<file path="src/hw/rtl/cpsg_pkg.sv">
// Shared constants, types and coordinate helpers for the circle point and span generator.
package cpsg_pkg;

  localparam int COORD_BITS    = 12;
  localparam int IN_COORD_BITS = 12;
  localparam int OUT_BITS      = 14;
  localparam int COLOR_BITS    = 8;
  localparam int DEC_BITS      = COORD_BITS + 5;
  localparam int NXT_BITS      = COORD_BITS + 2;
  localparam int QUEUE_DEPTH   = 2;
  localparam int PTR_BITS      = $clog2(QUEUE_DEPTH);
  localparam int CNT_BITS      = $clog2(QUEUE_DEPTH + 1);
  localparam int STEP_BITS     = 3;

  localparam logic [STEP_BITS-1:0] OUTLINE_LAST = STEP_BITS'(7);
  localparam logic [STEP_BITS-1:0] FILL_LAST    = STEP_BITS'(3);

  localparam int INIT_BIAS = 3;
  localparam int NEG_BIAS  = 6;
  localparam int POS_BIAS  = 10;

  typedef enum logic {
    FUNC_START   = 1'b0,
    FUNC_ADVANCE = 1'b1
  } func_t;

  // One iteration's worth of work, handed from front to back.
  typedef struct packed {
    logic [COORD_BITS-1:0] cx;
    logic [COORD_BITS-1:0] cy;
    logic [COORD_BITS-1:0] xo;
    logic [COORD_BITS-1:0] yo;
    logic                  fill;
    logic [COLOR_BITS-1:0] color;
    logic                  done;
  } group_t;

  // c +/- o, wrapped to the output width.
  function automatic logic [OUT_BITS-1:0] offset_coord(
    input logic [COORD_BITS-1:0] c,
    input logic [COORD_BITS-1:0] o,
    input logic                  neg
  );
    logic [31:0] s;
    s = neg ? (32'(c) - 32'(o)) : (32'(c) + 32'(o));
    return s[OUT_BITS-1:0];
  endfunction

endpackage

</file>
<file path="src/hw/rtl/cpsg_front.sv">
// Front end: takes requests, holds circle state, runs the decision update per advance.
module cpsg_front (
  input  logic                                 clk,
  input  logic                                 rst,
  input  logic                                 req_valid,
  input  logic                                 func,
  input  logic [cpsg_pkg::IN_COORD_BITS-1:0]   center_x,
  input  logic [cpsg_pkg::IN_COORD_BITS-1:0]   center_y,
  input  logic [cpsg_pkg::IN_COORD_BITS-1:0]   radius,
  input  logic                                 fill,
  input  logic [cpsg_pkg::COLOR_BITS-1:0]      color,
  output logic                                 grp_push,
  output cpsg_pkg::group_t                     grp
);

  logic [cpsg_pkg::COORD_BITS-1:0]   centre_col;
  logic [cpsg_pkg::COORD_BITS-1:0]   centre_row;
  logic [cpsg_pkg::COORD_BITS-1:0]   x_offset;
  logic [cpsg_pkg::COORD_BITS-1:0]   y_offset;
  logic signed [cpsg_pkg::DEC_BITS-1:0] decision;
  logic                              fill_mode;
  logic [cpsg_pkg::COLOR_BITS-1:0]   draw_color;
  logic                              active;

  logic                              is_start;
  logic [cpsg_pkg::COORD_BITS-1:0]   r_in;
  logic signed [cpsg_pkg::DEC_BITS-1:0] dec_init;
  logic signed [cpsg_pkg::DEC_BITS-1:0] decision_next;
  logic signed [cpsg_pkg::DEC_BITS-1:0] xo4;
  logic signed [cpsg_pkg::DEC_BITS-1:0] yo4;
  logic                              step_y;
  logic signed [cpsg_pkg::NXT_BITS-1:0] xo_next;
  logic signed [cpsg_pkg::NXT_BITS-1:0] yo_next;
  logic                              done;

  assign is_start = (func == cpsg_pkg::FUNC_START);
  assign r_in     = cpsg_pkg::COORD_BITS'(radius);
  assign dec_init = $signed(cpsg_pkg::DEC_BITS'(cpsg_pkg::INIT_BIAS))
                  - $signed(cpsg_pkg::DEC_BITS'({r_in, 1'b0}));

  assign xo4    = $signed(cpsg_pkg::DEC_BITS'({x_offset, 2'b00}));
  assign yo4    = $signed(cpsg_pkg::DEC_BITS'({y_offset, 2'b00}));
  assign step_y = !decision[cpsg_pkg::DEC_BITS-1];

  always_comb begin
    if (step_y) begin
      decision_next = decision + xo4 - yo4
                    + $signed(cpsg_pkg::DEC_BITS'(cpsg_pkg::POS_BIAS));
    end else begin
      decision_next = decision + xo4
                    + $signed(cpsg_pkg::DEC_BITS'(cpsg_pkg::NEG_BIAS));
    end
  end

  // Offsets after this iteration; y can dip below zero only on the final group.
  assign xo_next = $signed(cpsg_pkg::NXT_BITS'(x_offset)) + $signed(cpsg_pkg::NXT_BITS'(1));
  assign yo_next = $signed(cpsg_pkg::NXT_BITS'(y_offset))
                 - $signed(cpsg_pkg::NXT_BITS'(step_y));
  assign done    = (yo_next < xo_next);

  assign grp_push   = req_valid && !is_start && active;
  assign grp.cx     = centre_col;
  assign grp.cy     = centre_row;
  assign grp.xo     = x_offset;
  assign grp.yo     = y_offset;
  assign grp.fill   = fill_mode;
  assign grp.color  = draw_color;
  assign grp.done   = done;

  always_ff @(posedge clk) begin
    if (rst) begin
      centre_col <= '0;
      centre_row <= '0;
      x_offset   <= '0;
      y_offset   <= '0;
      decision   <= '0;
      fill_mode  <= 1'b0;
      draw_color <= '0;
      active     <= 1'b0;
    end else if (req_valid && is_start) begin
      centre_col <= cpsg_pkg::COORD_BITS'(center_x);
      centre_row <= cpsg_pkg::COORD_BITS'(center_y);
      x_offset   <= '0;
      y_offset   <= r_in;
      decision   <= dec_init;
      fill_mode  <= fill;
      draw_color <= color;
      active     <= 1'b1;
    end else if (grp_push) begin
      x_offset   <= xo_next[cpsg_pkg::COORD_BITS-1:0];
      y_offset   <= yo_next[cpsg_pkg::COORD_BITS-1:0];
      decision   <= decision_next;
      active     <= !done;
    end
  end

endmodule

</file>
<file path="src/hw/rtl/cpsg_queue.sv">
// Short queue of iteration groups between front and back.
module cpsg_queue (
  input  logic              clk,
  input  logic              rst,
  input  logic              wr_en,
  input  cpsg_pkg::group_t  wr_data,
  output logic              q_full,
  input  logic              rd_en,
  output logic              rd_valid,
  output cpsg_pkg::group_t  rd_data
);

  cpsg_pkg::group_t                 slots [cpsg_pkg::QUEUE_DEPTH];
  logic [cpsg_pkg::PTR_BITS-1:0]    wr_ptr;
  logic [cpsg_pkg::PTR_BITS-1:0]    rd_ptr;
  logic [cpsg_pkg::CNT_BITS-1:0]    count;
  logic                             do_wr;
  logic                             do_rd;

  assign q_full   = (count == cpsg_pkg::CNT_BITS'(cpsg_pkg::QUEUE_DEPTH));
  assign rd_valid = (count != '0);
  assign rd_data  = slots[rd_ptr];
  assign do_wr    = wr_en && !q_full;
  assign do_rd    = rd_en && rd_valid;

  always_ff @(posedge clk) begin
    if (do_wr) begin
      slots[wr_ptr] <= wr_data;
    end
  end

  always_ff @(posedge clk) begin
    if (rst) begin
      wr_ptr <= '0;
      rd_ptr <= '0;
      count  <= '0;
    end else begin
      if (do_wr) begin
        wr_ptr <= wr_ptr + 1'b1;
      end
      if (do_rd) begin
        rd_ptr <= rd_ptr + 1'b1;
      end
      if (do_wr && !do_rd) begin
        count <= count + 1'b1;
      end else if (do_rd && !do_wr) begin
        count <= count - 1'b1;
      end
    end
  end

endmodule

</file>
<file path="src/hw/rtl/cpsg_back.sv">
// Back end: walks a queued group into points or spans, one per cycle while the result register has room.
module cpsg_back (
  input  logic                                  clk,
  input  logic                                  rst,
  input  logic                                  q_valid,
  input  cpsg_pkg::group_t                      g,
  output logic                                  q_pop,
  input  logic                                  res_pop,
  output logic                                  res_valid,
  output logic signed [cpsg_pkg::OUT_BITS-1:0]  px,
  output logic signed [cpsg_pkg::OUT_BITS-1:0]  py,
  output logic signed [cpsg_pkg::OUT_BITS-1:0]  px_end,
  output logic [cpsg_pkg::COLOR_BITS-1:0]       pixel_color,
  output logic                                  group_last,
  output logic                                  circle_done
);

  logic [cpsg_pkg::STEP_BITS-1:0] idx;
  logic                           room;
  logic                           step;
  logic                           last;
  logic                           swap;
  logic [cpsg_pkg::COORD_BITS-1:0] a_off;
  logic [cpsg_pkg::COORD_BITS-1:0] b_off;
  logic                           col_neg;
  logic                           row_neg;
  logic [cpsg_pkg::OUT_BITS-1:0]  col_a;
  logic [cpsg_pkg::OUT_BITS-1:0]  col_b;
  logic [cpsg_pkg::OUT_BITS-1:0]  row_v;

  assign room = !res_valid || res_pop;
  assign step = q_valid && room;
  assign last = g.fill ? (idx == cpsg_pkg::FILL_LAST) : (idx == cpsg_pkg::OUTLINE_LAST);
  assign q_pop = step && last;

  // Outline groups swap the roles of the two offsets in their second half, fill groups on every odd span.
  assign swap    = g.fill ? idx[0] : idx[2];
  assign a_off   = swap ? g.yo : g.xo;
  assign b_off   = swap ? g.xo : g.yo;
  assign col_neg = g.fill ? 1'b1 : (idx[0] ^ idx[1]);
  assign row_neg = idx[1];

  assign col_a = cpsg_pkg::offset_coord(g.cx, a_off, col_neg);
  assign col_b = cpsg_pkg::offset_coord(g.cx, a_off, 1'b0);
  assign row_v = cpsg_pkg::offset_coord(g.cy, b_off, row_neg);

  always_ff @(posedge clk) begin
    if (step) begin
      px          <= $signed(col_a);
      py          <= $signed(row_v);
      px_end      <= g.fill ? $signed(col_b) : $signed(col_a);
      pixel_color <= g.color;
      group_last  <= last;
      circle_done <= g.done;
    end
  end

  always_ff @(posedge clk) begin
    if (rst) begin
      idx       <= '0;
      res_valid <= 1'b0;
    end else begin
      if (step) begin
        idx       <= last ? '0 : idx + 1'b1;
        res_valid <= 1'b1;
      end else if (res_pop) begin
        res_valid <= 1'b0;
      end
    end
  end

`ifndef SYNTHESIS
  a_fill_idx: assert property (@(posedge clk) disable iff (rst)
    q_valid && g.fill |-> idx <= cpsg_pkg::FILL_LAST)
    else $error("span index past last span");

  a_idx_needs_group: assert property (@(posedge clk) disable iff (rst)
    idx != '0 |-> q_valid)
    else $error("group left the queue before all results were made");

  a_reset_empty: assert property (@(posedge clk)
    rst |=> !res_valid)
    else $error("result register valid after reset");
`endif

endmodule

</file>
<file path="src/hw/rtl/circle_point_and_span_generator.sv">
// Top level of the midpoint circle point and span generator.
//
//  channel  | handshake           | payload
//  ---------+---------------------+----------------------------------------------
//  request  | push in, full out   | func, center_x, center_y, radius, fill, color
//  result   | pop in, empty out   | px, py, px_end, pixel_color, group_last,
//           |                     | circle_done
//
// A start request gives no result. An advance request on an active circle
// queues one group; the back turns it into results, 8 for an outline group
// and 4 for a fill group, through the single result register that it
// fills. Sustained rate is one result per cycle while results are popped.
// Reset (rst, synchronous) drops any circle in progress and empties both
// the group queue and the result register. full rises only while the
// group queue holds its two groups; the front keeps the decision update
// going independently of result stalls until then.
module circle_point_and_span_generator (
  input  logic                                  clk,
  input  logic                                  rst,
  input  logic                                  push,
  output logic                                  full,
  input  logic                                  func,
  input  logic [cpsg_pkg::IN_COORD_BITS-1:0]    center_x,
  input  logic [cpsg_pkg::IN_COORD_BITS-1:0]    center_y,
  input  logic [cpsg_pkg::IN_COORD_BITS-1:0]    radius,
  input  logic                                  fill,
  input  logic [cpsg_pkg::COLOR_BITS-1:0]       color,
  output logic                                  empty,
  input  logic                                  pop,
  output logic signed [cpsg_pkg::OUT_BITS-1:0]  px,
  output logic signed [cpsg_pkg::OUT_BITS-1:0]  py,
  output logic signed [cpsg_pkg::OUT_BITS-1:0]  px_end,
  output logic [cpsg_pkg::COLOR_BITS-1:0]       pixel_color,
  output logic                                  group_last,
  output logic                                  circle_done
);

  logic             req_valid;
  logic             grp_push;
  cpsg_pkg::group_t grp_in;
  logic             q_full;
  logic             q_valid;
  logic             q_pop;
  cpsg_pkg::group_t grp_head;
  logic             res_valid;

  // Any request stalls while the queue is full; start requests included,
  // so circle state never changes under a group that has not been queued.
  assign full      = q_full;
  assign req_valid = push && !q_full;
  assign empty     = !res_valid;

  cpsg_front u_front (
    .clk       (clk),
    .rst       (rst),
    .req_valid (req_valid),
    .func      (func),
    .center_x  (center_x),
    .center_y  (center_y),
    .radius    (radius),
    .fill      (fill),
    .color     (color),
    .grp_push  (grp_push),
    .grp       (grp_in)
  );

  cpsg_queue u_queue (
    .clk      (clk),
    .rst      (rst),
    .wr_en    (grp_push),
    .wr_data  (grp_in),
    .q_full   (q_full),
    .rd_en    (q_pop),
    .rd_valid (q_valid),
    .rd_data  (grp_head)
  );

  cpsg_back u_back (
    .clk         (clk),
    .rst         (rst),
    .q_valid     (q_valid),
    .g           (grp_head),
    .q_pop       (q_pop),
    .res_pop     (pop),
    .res_valid   (res_valid),
    .px          (px),
    .py          (py),
    .px_end      (px_end),
    .pixel_color (pixel_color),
    .group_last  (group_last),
    .circle_done (circle_done)
  );

endmodule

</file>
<file path="config.mk">
export PLATFORM = sky130hd
export DESIGN_NAME = circle_point_and_span_generator
export DESIGN_NICKNAME = d
export VERILOG_FILES = /design/src/hw/rtl/cpsg_pkg.sv /design/src/hw/rtl/cpsg_front.sv /design/src/hw/rtl/cpsg_queue.sv /design/src/hw/rtl/cpsg_back.sv /design/src/hw/rtl/circle_point_and_span_generator.sv
export SDC_FILE = /design/constraint.sdc
export NUM_CORES = 1
export LEC_CHECK = 0
export BUFFER_PORTS_ARGS = -buffer_cell sky130_fd_sc_hd__buf_2
export CORE_ASPECT_RATIO = 1.1
export CORE_MARGIN = 1
export CORE_UTILIZATION = 30
export DETAILED_ROUTE_END_ITERATION = 8
export PLACE_DENSITY = 0.49
export SKIP_CTS_REPAIR_TIMING = 1
export SYNTH_ARGS = -nofsm -noshare
export SYNTH_HDL_FRONTEND = slang
export SYNTH_SLANG_ARGS = --single-unit
</file>
<file path="constraint.sdc">
create_clock -name clk -period 4.48 [get_ports clk]
set_clock_uncertainty 0.2 [all_clocks]
set_input_delay 0.672 -clock clk [delete_from_list [all_inputs] [get_ports clk]]
set_output_delay 0.672 -clock clk [all_outputs]
set_load 0.05 [all_outputs]
</file>
=== Yosys cells after proc, flatten, opt, wreduce, memory -nomap -nowiden ===
Memory sizes are Yosys's and may differ from the RTL's. A register that Yosys moved wholly into a read port is not among the register bits.
Index checks and enable logic that the tools add are counted.
W data, S select, Z words.

* Flip-flop bits (word level): 135
* Bits in writable memories: 116
* Input bits: 50
* Output and inout bits: 54
* Word-level logic and storage cells: 88
* Memories: 1

* Add/sub/neg operators: 16
* Magnitude comparators: 1
* Equality and inequality tests: 3
* Muxes and demuxes: 24
* Bitwise logic cells: 2
* Reductions and logical operators: 22

{| class="wikitable"
|+ Memory list
! name !! words !! bits a word !! rd ports !! clocked after Yosys merged registers in !! write ports !! line !! RTL
|-
| u_queue.slots || 2 || 58 || 1 || 1 || 1 || cpsg_queue.sv:13 || <nowiki>cpsg_pkg::group_t slots [cpsg_pkg::QUEUE_DEPTH];</nowiki>
|}

{| class="wikitable"
|+ Operator list
! kind !! number
|-
| $mux W17 || 3
|-
| $mux W12 || 4
|-
| $mux W14 || 3
|-
| $add A12 B12 Y13 || 2
|-
| $sub A12 B12 Y13 || 2
|-
| $add A17 B15 Y17 || 1
|-
| $add A17 B4 Y17 const B || 1
|-
| $add A17 B5 Y17 const B || 1
|-
| $sub A17 B15 Y17 || 1
|-
| $lt A14 B14 Y1 || 1
|-
| $sub A2 B13 Y14 const A || 1
|-
| $add A12 B1 Y13 const B || 1
|-
| $sub A12 B1 Y13 || 1
|-
| $mux W1 || 11
|-
| $logic_and A1 B1 Y1 || 10
|-
| $reduce_bool A2 Y1 || 4
|-
| $logic_not A1 Y1 || 6
|-
| $mux W2 || 2
|-
| $add A3 B1 Y3 const B || 1
|-
| $eq A3 B2 Y1 const B || 1
|-
| $eq A3 B3 Y1 const B || 1
|-
| $mux W3 || 1
|-
| $add A1 B1 Y1 const B || 2
|-
| $add A2 B1 Y2 const B || 1
|-
| 6 further kinds || 6
|}

=== Depth between registers and ports, before layout ===
Gate-level depths: netlist (run 1).

* Depth after elaboration: 10
* Mapped depth: 17
* Depth with buffers taken out: 17

=== Hierarchy ===
A second synthesis (run 1) with hierarchy kept.

* Cells, all modules: 1388
* Area, all modules: 14611.5 um^2

{| class="wikitable"
|+ Modules (own cells, without submodules)
! module !! times used !! cells each !! area each (um^2) !! seq. area each (um^2)
|-
| cpsg_front || 1 || 722 || 5629.1 || 1481.4
|-
| cpsg_back || 1 || 459 || 4563.1 || 1611.5
|-
| cpsg_queue || 1 || 205 || 4401.7 || 3583.4
|-
| circle_point_and_span_generator || 1 || 2 || 17.5 || 0.0
|}

=== Worst setup path before layout (run 1) ===
Ideal clock, no wire load.

* Kind: register to register
* From: register with a tool-made name
* To: register u_back.px_end[12] (netlist name), data pin
* Library setup time: 267 ps
* Arrival time: 4189 ps
* Data required time: 4013 ps
* Slack: -176 ps
* Stages on the path, launching flop included: 17
* Path buffers: 2
* Period minus slack after synthesis: 4656 ps
* Cell sequence: dfxtp_1 > clkbuf_1 > mux2i_1 > mux2i_1 > clkbuf_1 > mux4_2 > ha_1 > fa_1 > a21o_1 > a21oi_1 > nor2_1 > o21a_1 > o41ai_2 > o21ai_0 > a21o_1 > a21oi_1 > o22ai_1

{| class="wikitable"
|+ RTL lines
! what !! line !! RTL
|-
| to (signal assigned) || cpsg_back.sv:51 || <nowiki>px_end <= g.fill ? $signed(col_b) : $signed(col_a);</nowiki>
|-
| to (decl) || cpsg_back.sv:12 || <nowiki>output logic signed [cpsg_pkg::OUT_BITS-1:0] px_end,</nowiki>
|}

=== Final worst setup path (run 1) ===
* From: register u_front.x_offset[6] (netlist name)
* To: register u_front.decision[16] (netlist name)

* Word-level cells in the longest chain between the ends: 6
* Elaborated cells between the ends (all ways): 7
* Classes of those cells: 4 x add/sub; 3 x mux

{| class="wikitable"
|+ RTL lines
! what !! line !! RTL
|-
| from (decl) || cpsg_front.sv:18 || <nowiki>logic [cpsg_pkg::COORD_BITS-1:0] x_offset;</nowiki>
|-
| from (signal assigned) || cpsg_front.sv:90 || <nowiki>x_offset <= xo_next[cpsg_pkg::COORD_BITS-1:0];</nowiki>
|-
| $add A17 B15 Y17 * || cpsg_front.sv:47, cpsg_front.sv:50 ||
|-
| $sub A17 B15 Y17 || cpsg_front.sv:47 || <nowiki>decision_next = decision + xo4 - yo4</nowiki>
|-
| $add A17 B5 Y17 || cpsg_front.sv:48 || <nowiki>+ $signed(cpsg_pkg::DEC_BITS'(cpsg_pkg::POS_BIAS));</nowiki>
|-
| $mux W17 * || cpsg_front.sv:46 || <nowiki>if (step_y) begin</nowiki>
|-
| $mux W17 * || cpsg_front.sv:89 || <nowiki>end else if (grp_push) begin</nowiki>
|-
| $mux W17 * || cpsg_front.sv:80 || <nowiki>end else if (req_valid && is_start) begin</nowiki>
|-
| to (signal assigned) || cpsg_front.sv:85 || <nowiki>decision <= dec_init;</nowiki>
|-
| to (signal assigned) || cpsg_front.sv:92 || <nowiki>decision <= decision_next;</nowiki>
|-
| to (decl) || cpsg_front.sv:20 || <nowiki>logic signed [cpsg_pkg::DEC_BITS-1:0] decision;</nowiki>
|}

Mark *: on every way between the ends. The rest lies on a longest branch, timed or not. The select of a mux whose other input is x is not followed.
A chain may end at the register's enable or synchronous reset.

==> results.cfg, run 1 <==
[sta]
max_freq_ghz = 0.2342
setup_viol = 0
period_minus_slack_ns = 4.270
tightest_slew_ns = 0.8966
finalCritPeriodShare_pct = 95.31
finalHoldViolations = 0
drv_slew = 0
relSlewSlack_pct = 39.67

[grt]
antenna_found_initial = 0
gr-total-overflow = 0
busiest_layer = met2
grt_util_met2_pct = 24.24
use_met3_pct = 1.577
grtUsageMet1_pct = 19.20
grt_max_degree = 54
grt_pass1_vias = 9709
grt_pass1_wl_um = 54100
grt_use_total_pct = 14.35

[yosys]
syn_avg_cell_area_um2 = 10.76
synth_area_leader_cell = edfxtp_1
synth_enable_flop_cells = 167
async_flop_share_pct = 0
synth_top_area_share_pct = 35.61
seq_area_frac_synth_pct = 47.41
synthCells = 1309
yosys_warnings = 0
synth_seq_cells = 250
syn_area_mm2 = 0.01408
ys.flop_type = edfxtp_1
yosysUniqueCellTypes = 84
syn_nets = 1469
ys_top_cells_by_area = edfxtp_1 (36%), dfxtp_1 (12%), ha_1 (9.3%), xnor2_1 (4.0%), mux4_2 (3.8%)

[drt]
vias = 10042
drcViolationCount = 0
ant_nets = 0
drt-vias-per-instance = 4.957
drt_iter0_markers = 652
wl_per_cell_um = 17.18
first_pass_iters = 5
routed_wl_um = 34810

[clocking]
cts_sinks = 250
h-tree-depth = 1
clk_pin_slew_ns = 0.07
cts_root_buf = clkbuf_16
cts_tree = yes
cts_buffer_depth = 3
cts_buffers = 27
clock_latency_ns = 0.55

[worst_setup_path]
worstPathArrival_ns = 4.53
worstPathMaxFanout = 8
cp-end-kind = flip-flop
start_kind = flip-flop
critical_path_class = flip-flop to flip-flop
worst_ep_required_time_ns = 4.74

[pwr]
leakage_nw = 6.260
ir_worst_vdd_v = 0.0002508
powerDensity_mw_per_mm2 = 419.4

[place]
io_buffer_count = 103
dp_hpwl_um = 26070
gp_congestion = 0.8078
placed_cell_area_mm2 = 0.01538

[layout]
num_antenna_cells = 0
area_growth_pct = 16.48
fin_area_mm2 = 0.01640
fin_nets = 1578
post-route-util_pct = 35.69
drive_above_1_share_pct = 20.03

[run]
drv_cap = 0

[die]
die-area_mm2 = 0.04782
core.rowCount = 82
fp.dieW_um = 208.6
io_pins = 104
start_util_pct = 30.64
core_mm2 = 0.04596
die_h_um = 229.2

[hold_path]
min_path_type = input port to flip-flop

[run_status]
outcome = completed
[cells in the mapped netlist (all sizes together), types with 9 or more instances]
master,number
nand4,9
nor4,13
nor3,19
a221oi,11
o211ai,15
clkbuf,40
edfxtp,167
buf,10
o21a,10
or3,9
o22ai,13
mux4,24
nand2b,20
nand2,140
xor2,34
a21o,16
xnor2,65
nor2,93
ha,105
dfxtp,83
mux2,37
inv,82
o21ai,54
nand3,18
a21oi,105
[registers in the layout, indices dropped and copies added, names as in the netlist, named ones only]
signal and flops:
u_back.px 13, u_front.centre_col 12, u_back.py 14, u_queue.count 2, u_front.y_offset 12, u_back.pixel_color 8
u_back.circle_done 1, u_queue.slots 116, u_front.active 1, u_front.centre_row 12, u_front.fill_mode 1, u_back.idx 3
u_queue.wr_ptr 1, u_back.res_valid 1, u_queue.rd_ptr 1, u_back.group_last 1, u_front.decision 16, u_back.px_end 14
u_front.draw_color 8, u_front.x_offset 12
[report_power, final]
part	switching, mW	internal [mW]	total [mW]
sequential	0.0797	2.64	2.72
combinational	1.09	0.660	1.75
clock	0.960	1.46	2.42
[routing by layer]
layer / up-vias / wire length [um]
met5: - / 0
met4: 0 / 776
met3: 36 / 1404
met2: 196 / 16590
met1: 4834 / 16040
li1: 4976 / -
[path summary, 6_finish.rpt]
path | cells after the start | to | from | slack, ns
min reg2reg | 0 | u_queue.slots[0][8]$_DFFE_PP_ | u_front.draw_color[7]$_SDFFE_PP0P_ | 0.25
max reg2reg | 15 | u_front.decision[16]$_SDFFE_PP0P_ | u_front.x_offset[6]$_SDFFE_PP0P_ | 0.21
min | 3 | u_front.centre_col[11]$_SDFFE_PP0P_ | center_x[11] | 0.16
max | 15 | u_front.decision[16]$_SDFFE_PP0P_ | u_front.x_offset[6]$_SDFFE_PP0P_ | 0.21
[critical path, cell delays in order, from the launching register on]
cell	delay (ns)
dfxtp_1	0.49
ha_2	0.40
nor3b_1	0.16
a311oi_1	0.40
o311ai_4	0.23
ha_1	0.33
ha_1	0.34
inv_1	0.09
o22ai_1	0.09
a21o_1	0.19
nor4_1	0.36
o31ai_1	0.13
a21o_1	0.21
a31oi_1	0.23
xnor2_1	0.11
o41ai_1	0.21
[per-stage QoR]
stage          total power, mW   TNS [ns]  hold slack, ns  cells  setup slack (ns)
6_report                 6.880          0          0.1594   2026            0.2099
5_1_grt                  7.248   -0.02253          0.1572   2026          -0.01872
4_1_cts                  6.946          0          0.1399   2026          0.004945
3_5_place_dp             4.504  -0.001124          0.2376   1977         -0.001124
3_3_place_gp             4.478          0          0.2302   1977            0.1974
2_1_floorplan            4.051          0          0.2254   1309           0.05125
[area by class of cell]
| cell class | count | area [um^2] |
|---|---|---|
| clock buffers | 27 | 675.6 |
| clock inverters | 22 | 289.0 |
| fillers | 4569 | 29560 |
| inverters | 83 | 311.5 |
| multi-input cells | 926 | 6980 |
| flip-flops and latches | 250 | 6681 |
| well taps | 588 | 735.7 |
| repair buffers | 130 | 730.7 |
[kinds of logic after synthesis]
logic type | count (synthesis) | synth area share (%)
compound gates | 290 | 13.43
xor+xnor | 99 | 6.210
fa+ha+maj | 110 | 10.04
buf+inv | 133 | 3.607
flops | 250 | 47.41
mux | 68 | 7.294
simple gates | 359 | 12.01
[placed cells by master, fill, tap and decap left out, drive strengths merged, types with 6 or more instances in the layout]
cell type	count
a211oi	8
a21o	16
a21oi	105
a221oi	11
a31oi	6
and3	7
buf	130
bufinv	6
clkbuf	27
clkinv	11
dfxtp	83
edfxtp	167
ha	105
inv	85
mux2	37
mux2i	7
mux4	24
nand2	140
nand2b	20
nand3	18
nand4	9
nor2	93
nor2b	8
nor3	19
nor4	13
o211ai	15
o21a	10
o21ai	54
o21bai	7
o22ai	13
o31ai	8
or2	6
or3	9
xnor2	65
xor2	34
Power figures use the tool's default switching activity.
==> run 2: changes to the inputs <==
--- a/config.mk
+++ b/config.mk
@@ -10,7 +10,6 @@
 export CORE_MARGIN = 1
 export CORE_UTILIZATION = 30
 export DETAILED_ROUTE_END_ITERATION = 8
-export PLACE_DENSITY = 0.49
 export SKIP_CTS_REPAIR_TIMING = 1
 export SYNTH_ARGS = -nofsm -noshare
 export SYNTH_HDL_FRONTEND = slang
==> results.cfg, run 2 (synthesis gave the netlist of run 1 again) <==
[run_status]
outcome = completed

[die]
core.rowCount = 82
start_util_pct = 30.64
die_h_um = 229.2
core_mm2 = 0.04596
fp.dieW_um = 208.6
die-area_mm2 = 0.04782
io_pins = 104

[sta]
tns_ns = 0
rsz0062_at_grt = no
relSlewSlack_pct = 45.59
tightest_slew_ns = 0.8142
finalCritPeriodShare_pct = 95.51
period_minus_slack_ns = 4.279
drv_slew = 0
max_freq_ghz = 0.2337
finalHoldViolations = 0
setup_viol = 0
worst_slack_ns = 0.2013
holdWs_ns = 0.1606

[clocking]
cts_buffer_depth = 3
clk_pin_slew_ns = 0.07
h-tree-depth = 1
cts_sinks = 250
cts_root_buf = clkbuf_16
clock_latency_ns = 0.55
cts_buffers = 26
cts_tree = yes

[drt]
wl_per_cell_um = 16.52
drcViolationCount = 0
routed_wl_um = 33490
drt-vias-per-instance = 4.980
ant_nets = 0
vias = 10095
first_pass_iters = 5
drt_iter0_markers = 748

[worst_setup_path]
critical_path_class = flip-flop to flip-flop
crit_path_top_delay_cell = fa_1
worst_ep_required_time_ns = 4.73
cp_num_buf_inv = 1
cp-end-kind = flip-flop
worstPathArrival_ns = 4.53
start_kind = flip-flop
crit_top_cell = ha_1
max_stage_delay_ns = 0.42
worstPathMaxFanout = 5
crit_family = compound AO/OA/AOI/OAI gates
path_cells = ha_1, fa_1, a211oi_1, o211ai_1, o311ai_2, ha_1, ha_1, inv_1, o22ai_1, a21o_1, nor4_1, o31ai_1, a21o_1, a31oi_1, xnor2_1, o41ai_1

[pwr]
power_mw = 6.582
power.internal_mw = 4.500
switchingPower_mw = 2.082
leakage_nw = 6.219
switching_share_pct = 31.63
clkPwrFrac_pct = 32.6
powerDensity_mw_per_mm2 = 404.5
pwr-share-comb_pct = 26.1
ir_worst_vdd_v = 0.0003271
seqPwrFrac_pct = 41.3

[layout]
top_register = u_queue.slots
drive_above_1_share_pct = 19.25
fin_nets = 1579
area_growth_pct = 15.52
mostFrequentLayoutCell = edfxtp_1
final_cell_count_no_fill = 2027
largest_reg_flops = 116
fin_area_mm2 = 0.01627
largest_registers = u_queue.slots (116), u_front.decision (16)
layout_common_cells = edfxtp_1 (167), nand2_1 (140), ha_1 (105)
num_antenna_cells = 0
post-route-util_pct = 35.40

[place]
dp_cells = 1979
io_buffer_count = 103
dp_hpwl_um = 25190
placed_cell_area_mm2 = 0.01541
post-place-ws_ns = 0.2506
gp_congestion = 0.8883

[run]
drv_cap = 0

[grt]
grt_use_total_pct = 13.71
gr-total-overflow = 0
grt_pass1_wl_um = 52080
antenna_found_initial = 0
grt_pass1_vias = 9792
grt_max_degree = 59

[hold_path]
min_path_type = input port to flip-flop
==> run 2: worst paths after layout <==
kind	cells past startpoint	slack (ns)	end	from
worst min-delay path	3	0.16	u_front.centre_row[2]$_SDFFE_PP0P_	center_y[2]
worst max register to register	16	0.20	u_front.decision[16]$_SDFFE_PP0P_	u_front.x_offset[0]$_SDFFE_PP0P_
worst min register to register	0	0.23	u_queue.slots[0][52]$_DFFE_PP_	u_front.centre_col[6]$_SDFFE_PP0P_
worst max-delay path	16	0.20	u_front.decision[16]$_SDFFE_PP0P_	u_front.x_offset[0]$_SDFFE_PP0P_
==> run 2: layer usage <==
| metal | vias to the layer above | track usage (%) | share of wire (%) |
|---|---|---|---|
| met5 | - | 0 | 0 |
| met4 | 0 | 4.435 | 2.4 |
| met3 | 50 | 1.522 | 3.9 |
| met2 | 210 | 24.17 | 49 |
| met1 | 4859 | 17.42 | 45 |
| li1 | 4976 | - | - |
==> run 2: power groups by stage <==
stage | clock network [mW] | logic [mW] | registers [mW]
floorplan | 0 | 1.15 | 2.90
global placement | 0 | 1.69 | 2.76
detailed placement | 0 | 1.71 | 2.77
CTS | 2.21 | 1.72 | 2.72
global route | 2.28 | 1.90 | 2.74
finish | 2.15 | 1.72 | 2.72
==> run 2: worst min-delay path, cell delays in order <==
cell     delay (ns)
buf_2          0.09
nand2_1        0.05
a21oi_1        0.05
==> run 2: final cells by class <==
| class | instances | area (um^2) |
|---|---|---|
| clock buffer | 32 | 714.4 |
| clock inverter | 16 | 135.1 |
| fill | 4575 | 29690 |
| inverter | 83 | 311.5 |
| multi-input combinational | 926 | 6930 |
| sequential | 250 | 6680 |
| tap | 588 | 735.7 |
| timing repair buffer | 132 | 762.0 |
==> run 3: changes to the inputs <==
--- a/config.mk
+++ b/config.mk
@@ -13,4 +13,5 @@
 export SKIP_CTS_REPAIR_TIMING = 1
 export SYNTH_ARGS = -nofsm -noshare
 export SYNTH_HDL_FRONTEND = slang
+export SYNTH_HIERARCHICAL = 1
 export SYNTH_SLANG_ARGS = --single-unit
==> results.cfg, run 3 <==
[yosys]
synthCells = 1388
yosysUniqueCellTypes = 94
async_flop_share_pct = 0
syn_area_mm2 = 0.01461
yosys_warnings = 6
synth_seq_cells = 250
syn_avg_cell_area_um2 = 10.53
ys.flop_type = edfxtp_1
ys_top_cells_by_area = edfxtp_1 (34%), dfxtp_1 (11%), ha_1 (9.2%), mux2_2 (6.4%), nand2_1 (3.8%)
synth_commonest_cells = edfxtp_1 (167), nand2_1 (146), a21oi_1 (109)
yosysMostFrequentCell = edfxtp_1
synth_enable_flop_cells = 167
syn_nets = 1550
seq_area_frac_synth_pct = 45.69
synth_top_area_share_pct = 34.32
synth_area_leader_cell = edfxtp_1

[place]
dp_hpwl_um = 26560
gp_congestion = 0.8816
io_buffer_count = 103
post-place-ws_ns = 0.3144

[sta]
setup_viol = 0
worst_slack_ns = 0.3337
finalCritPeriodShare_pct = 92.55
rsz0062_at_grt = no
finalHoldViolations = 0
relSlewSlack_pct = 37.54
tightest_slew_ns = 0.9356
period_minus_slack_ns = 4.146
drv_slew = 0
max_freq_ghz = 0.2412
tns_ns = 0

[die]
fp.dieW_um = 212.4
die-area_mm2 = 0.04959
start_util_pct = 30.49
io_pins = 104
die_h_um = 233.5
core.rowCount = 84
core_mm2 = 0.04793

[drt]
drt-vias-per-instance = 4.869
first_pass_iters = 4
ant_nets = 0
vias = 10484
drcViolationCount = 0
routed_wl_um = 36000
drt_iter0_markers = 493
wl_per_cell_um = 16.72

[hold_path]
min_path_type = input port to flip-flop

[layout]
multi_input_area_mm2 = 0.007345
num_antenna_cells = 0
seq_area_mm2 = 0.006678
mostFrequentLayoutCell = edfxtp_1
fillers = 4853
layout_common_cells = edfxtp_1 (167), nand2_1 (145), a21oi_1 (109)
fin_nets = 1650
largest_registers = u_queue/slots (116), u_front/decision (16)
drive_above_1_share_pct = 20.42
top_register = u_queue/slots
largest_reg_flops = 116
area_growth_pct = 14.75

[clocking]
cts_tree = yes
cts_buffers = 26
h-tree-depth = 1
cts_sinks = 250
clk_pin_slew_ns = 0.07
cts_buffer_depth = 3
cts_root_buf = clkbuf_16
clock_latency_ns = 0.55

[grt]
grt_use_total_pct = 14.31
grt_pass1_wl_um = 55850
grt_pass1_vias = 10270
grt_max_degree = 56
gr-total-overflow = 0
antenna_found_initial = 1

[run]
drv_cap = 0

[worst_setup_path]
worst_ep_required_time_ns = 4.73
start_kind = flip-flop
cp-end-kind = flip-flop
worstPathArrival_ns = 4.40
critical_path_class = flip-flop to flip-flop
worstPathMaxFanout = 4

[pwr]
power_mw = 6.613
ir_worst_vdd_v = 0.0002597
leakage_nw = 6.424
powerDensity_mw_per_mm2 = 394.4

[run_status]
outcome = completed
-- run 3: cell type report --
| class | count | area share, % |
|---|---|---|
| well taps | 645 | 4.813 |
| flip-flops and latches | 250 | 39.83 |
| inverters | 88 | 1.978 |
| repair buffers | 127 | 4.299 |
| clock inverters | 16 | 1.015 |
| multi-input cells | 995 | 43.81 |
| clock buffers | 32 | 4.261 |
-- run 3: worst max-delay path, cell delays in order, from the launching register on --
cell       delay [ns]
dfxtp_1          0.32
ha_1             0.25
fa_1             0.45
a21oi_2          0.21
o2111ai_2        0.19
xnor2_2          0.27
clkinv_2         0.11
ha_1             0.29
ha_1             0.36
o211ai_1         0.13
nor2_2           0.19
o311ai_0         0.20
a31oi_1          0.34
mux2i_1          0.24
a311oi_1         0.11
a311oi_1         0.22
-- run 3: cells by family (layout without fill, tap and decap cells) --
| group | count (synthesis) | count (layout) | synth area share, % |
|---|---|---|---|
| xor+xnor | 100 | 100 | 6.328 |
| buf+inv | 143 | 263 | 4.162 |
| mux | 94 | 94 | 7.150 |
| fa+ha+maj | 112 | 112 | 9.848 |
| compound gates | 309 | 309 | 14.32 |
| flops | 250 | 250 | 45.69 |
| simple gates | 380 | 380 | 12.50 |
-- run 3: final timing paths --
path	startpoint	endpoint	slack (ns)	cells past startpoint
max	u_front/x_offset[0]$_SDFFE_PP0P_	u_front/decision[15]$_SDFFE_PP0P_	0.33	15
min	color[1]	u_front/draw_color[1]$_SDFFE_PP0P_	0.17	3
max reg2reg	u_front/x_offset[0]$_SDFFE_PP0P_	u_front/decision[15]$_SDFFE_PP0P_	0.33	15
min reg2reg	u_front/draw_color[5]$_SDFFE_PP0P_	u_queue/slots[0][6]$_DFFE_PP_	0.25	0
-- run 3: where the power goes --
part | switching (mW) | total (mW) | internal (mW)
registers | 0.0715 | 2.69 | 2.62
clock network | 0.930 | 2.24 | 1.31
logic | 1.04 | 1.68 | 0.643
total | 2.04 | 6.61 | 4.57
-- run 3: per-stage QoR --
step / instance area [um^2] / util, % / instances / hold WS, ns
2_1_floorplan: 14610 / - / 1388 / 0.2254
4_1_cts: 16760 / 34.98 / 2153 / 0.1428
5_1_grt: 16770 / 34.98 / 2153 / 0.1479
3_5_place_dp: 15880 / 33.13 / 2105 / 0.2385
6_report: 16770 / 34.98 / 2153 / 0.1658
3_3_place_gp: 15880 / 33.13 / 2105 / 0.2321
-- run 3: metal layers --
| layer | routed length [um] | global-route usage (%) |
|---|---|---|
| met5 | 11 | 0 |
| met4 | 1026 | 5.036 |
| met3 | 1482 | 1.882 |
| met2 | 17090 | 24.27 |
| met1 | 16380 | 18.56 |
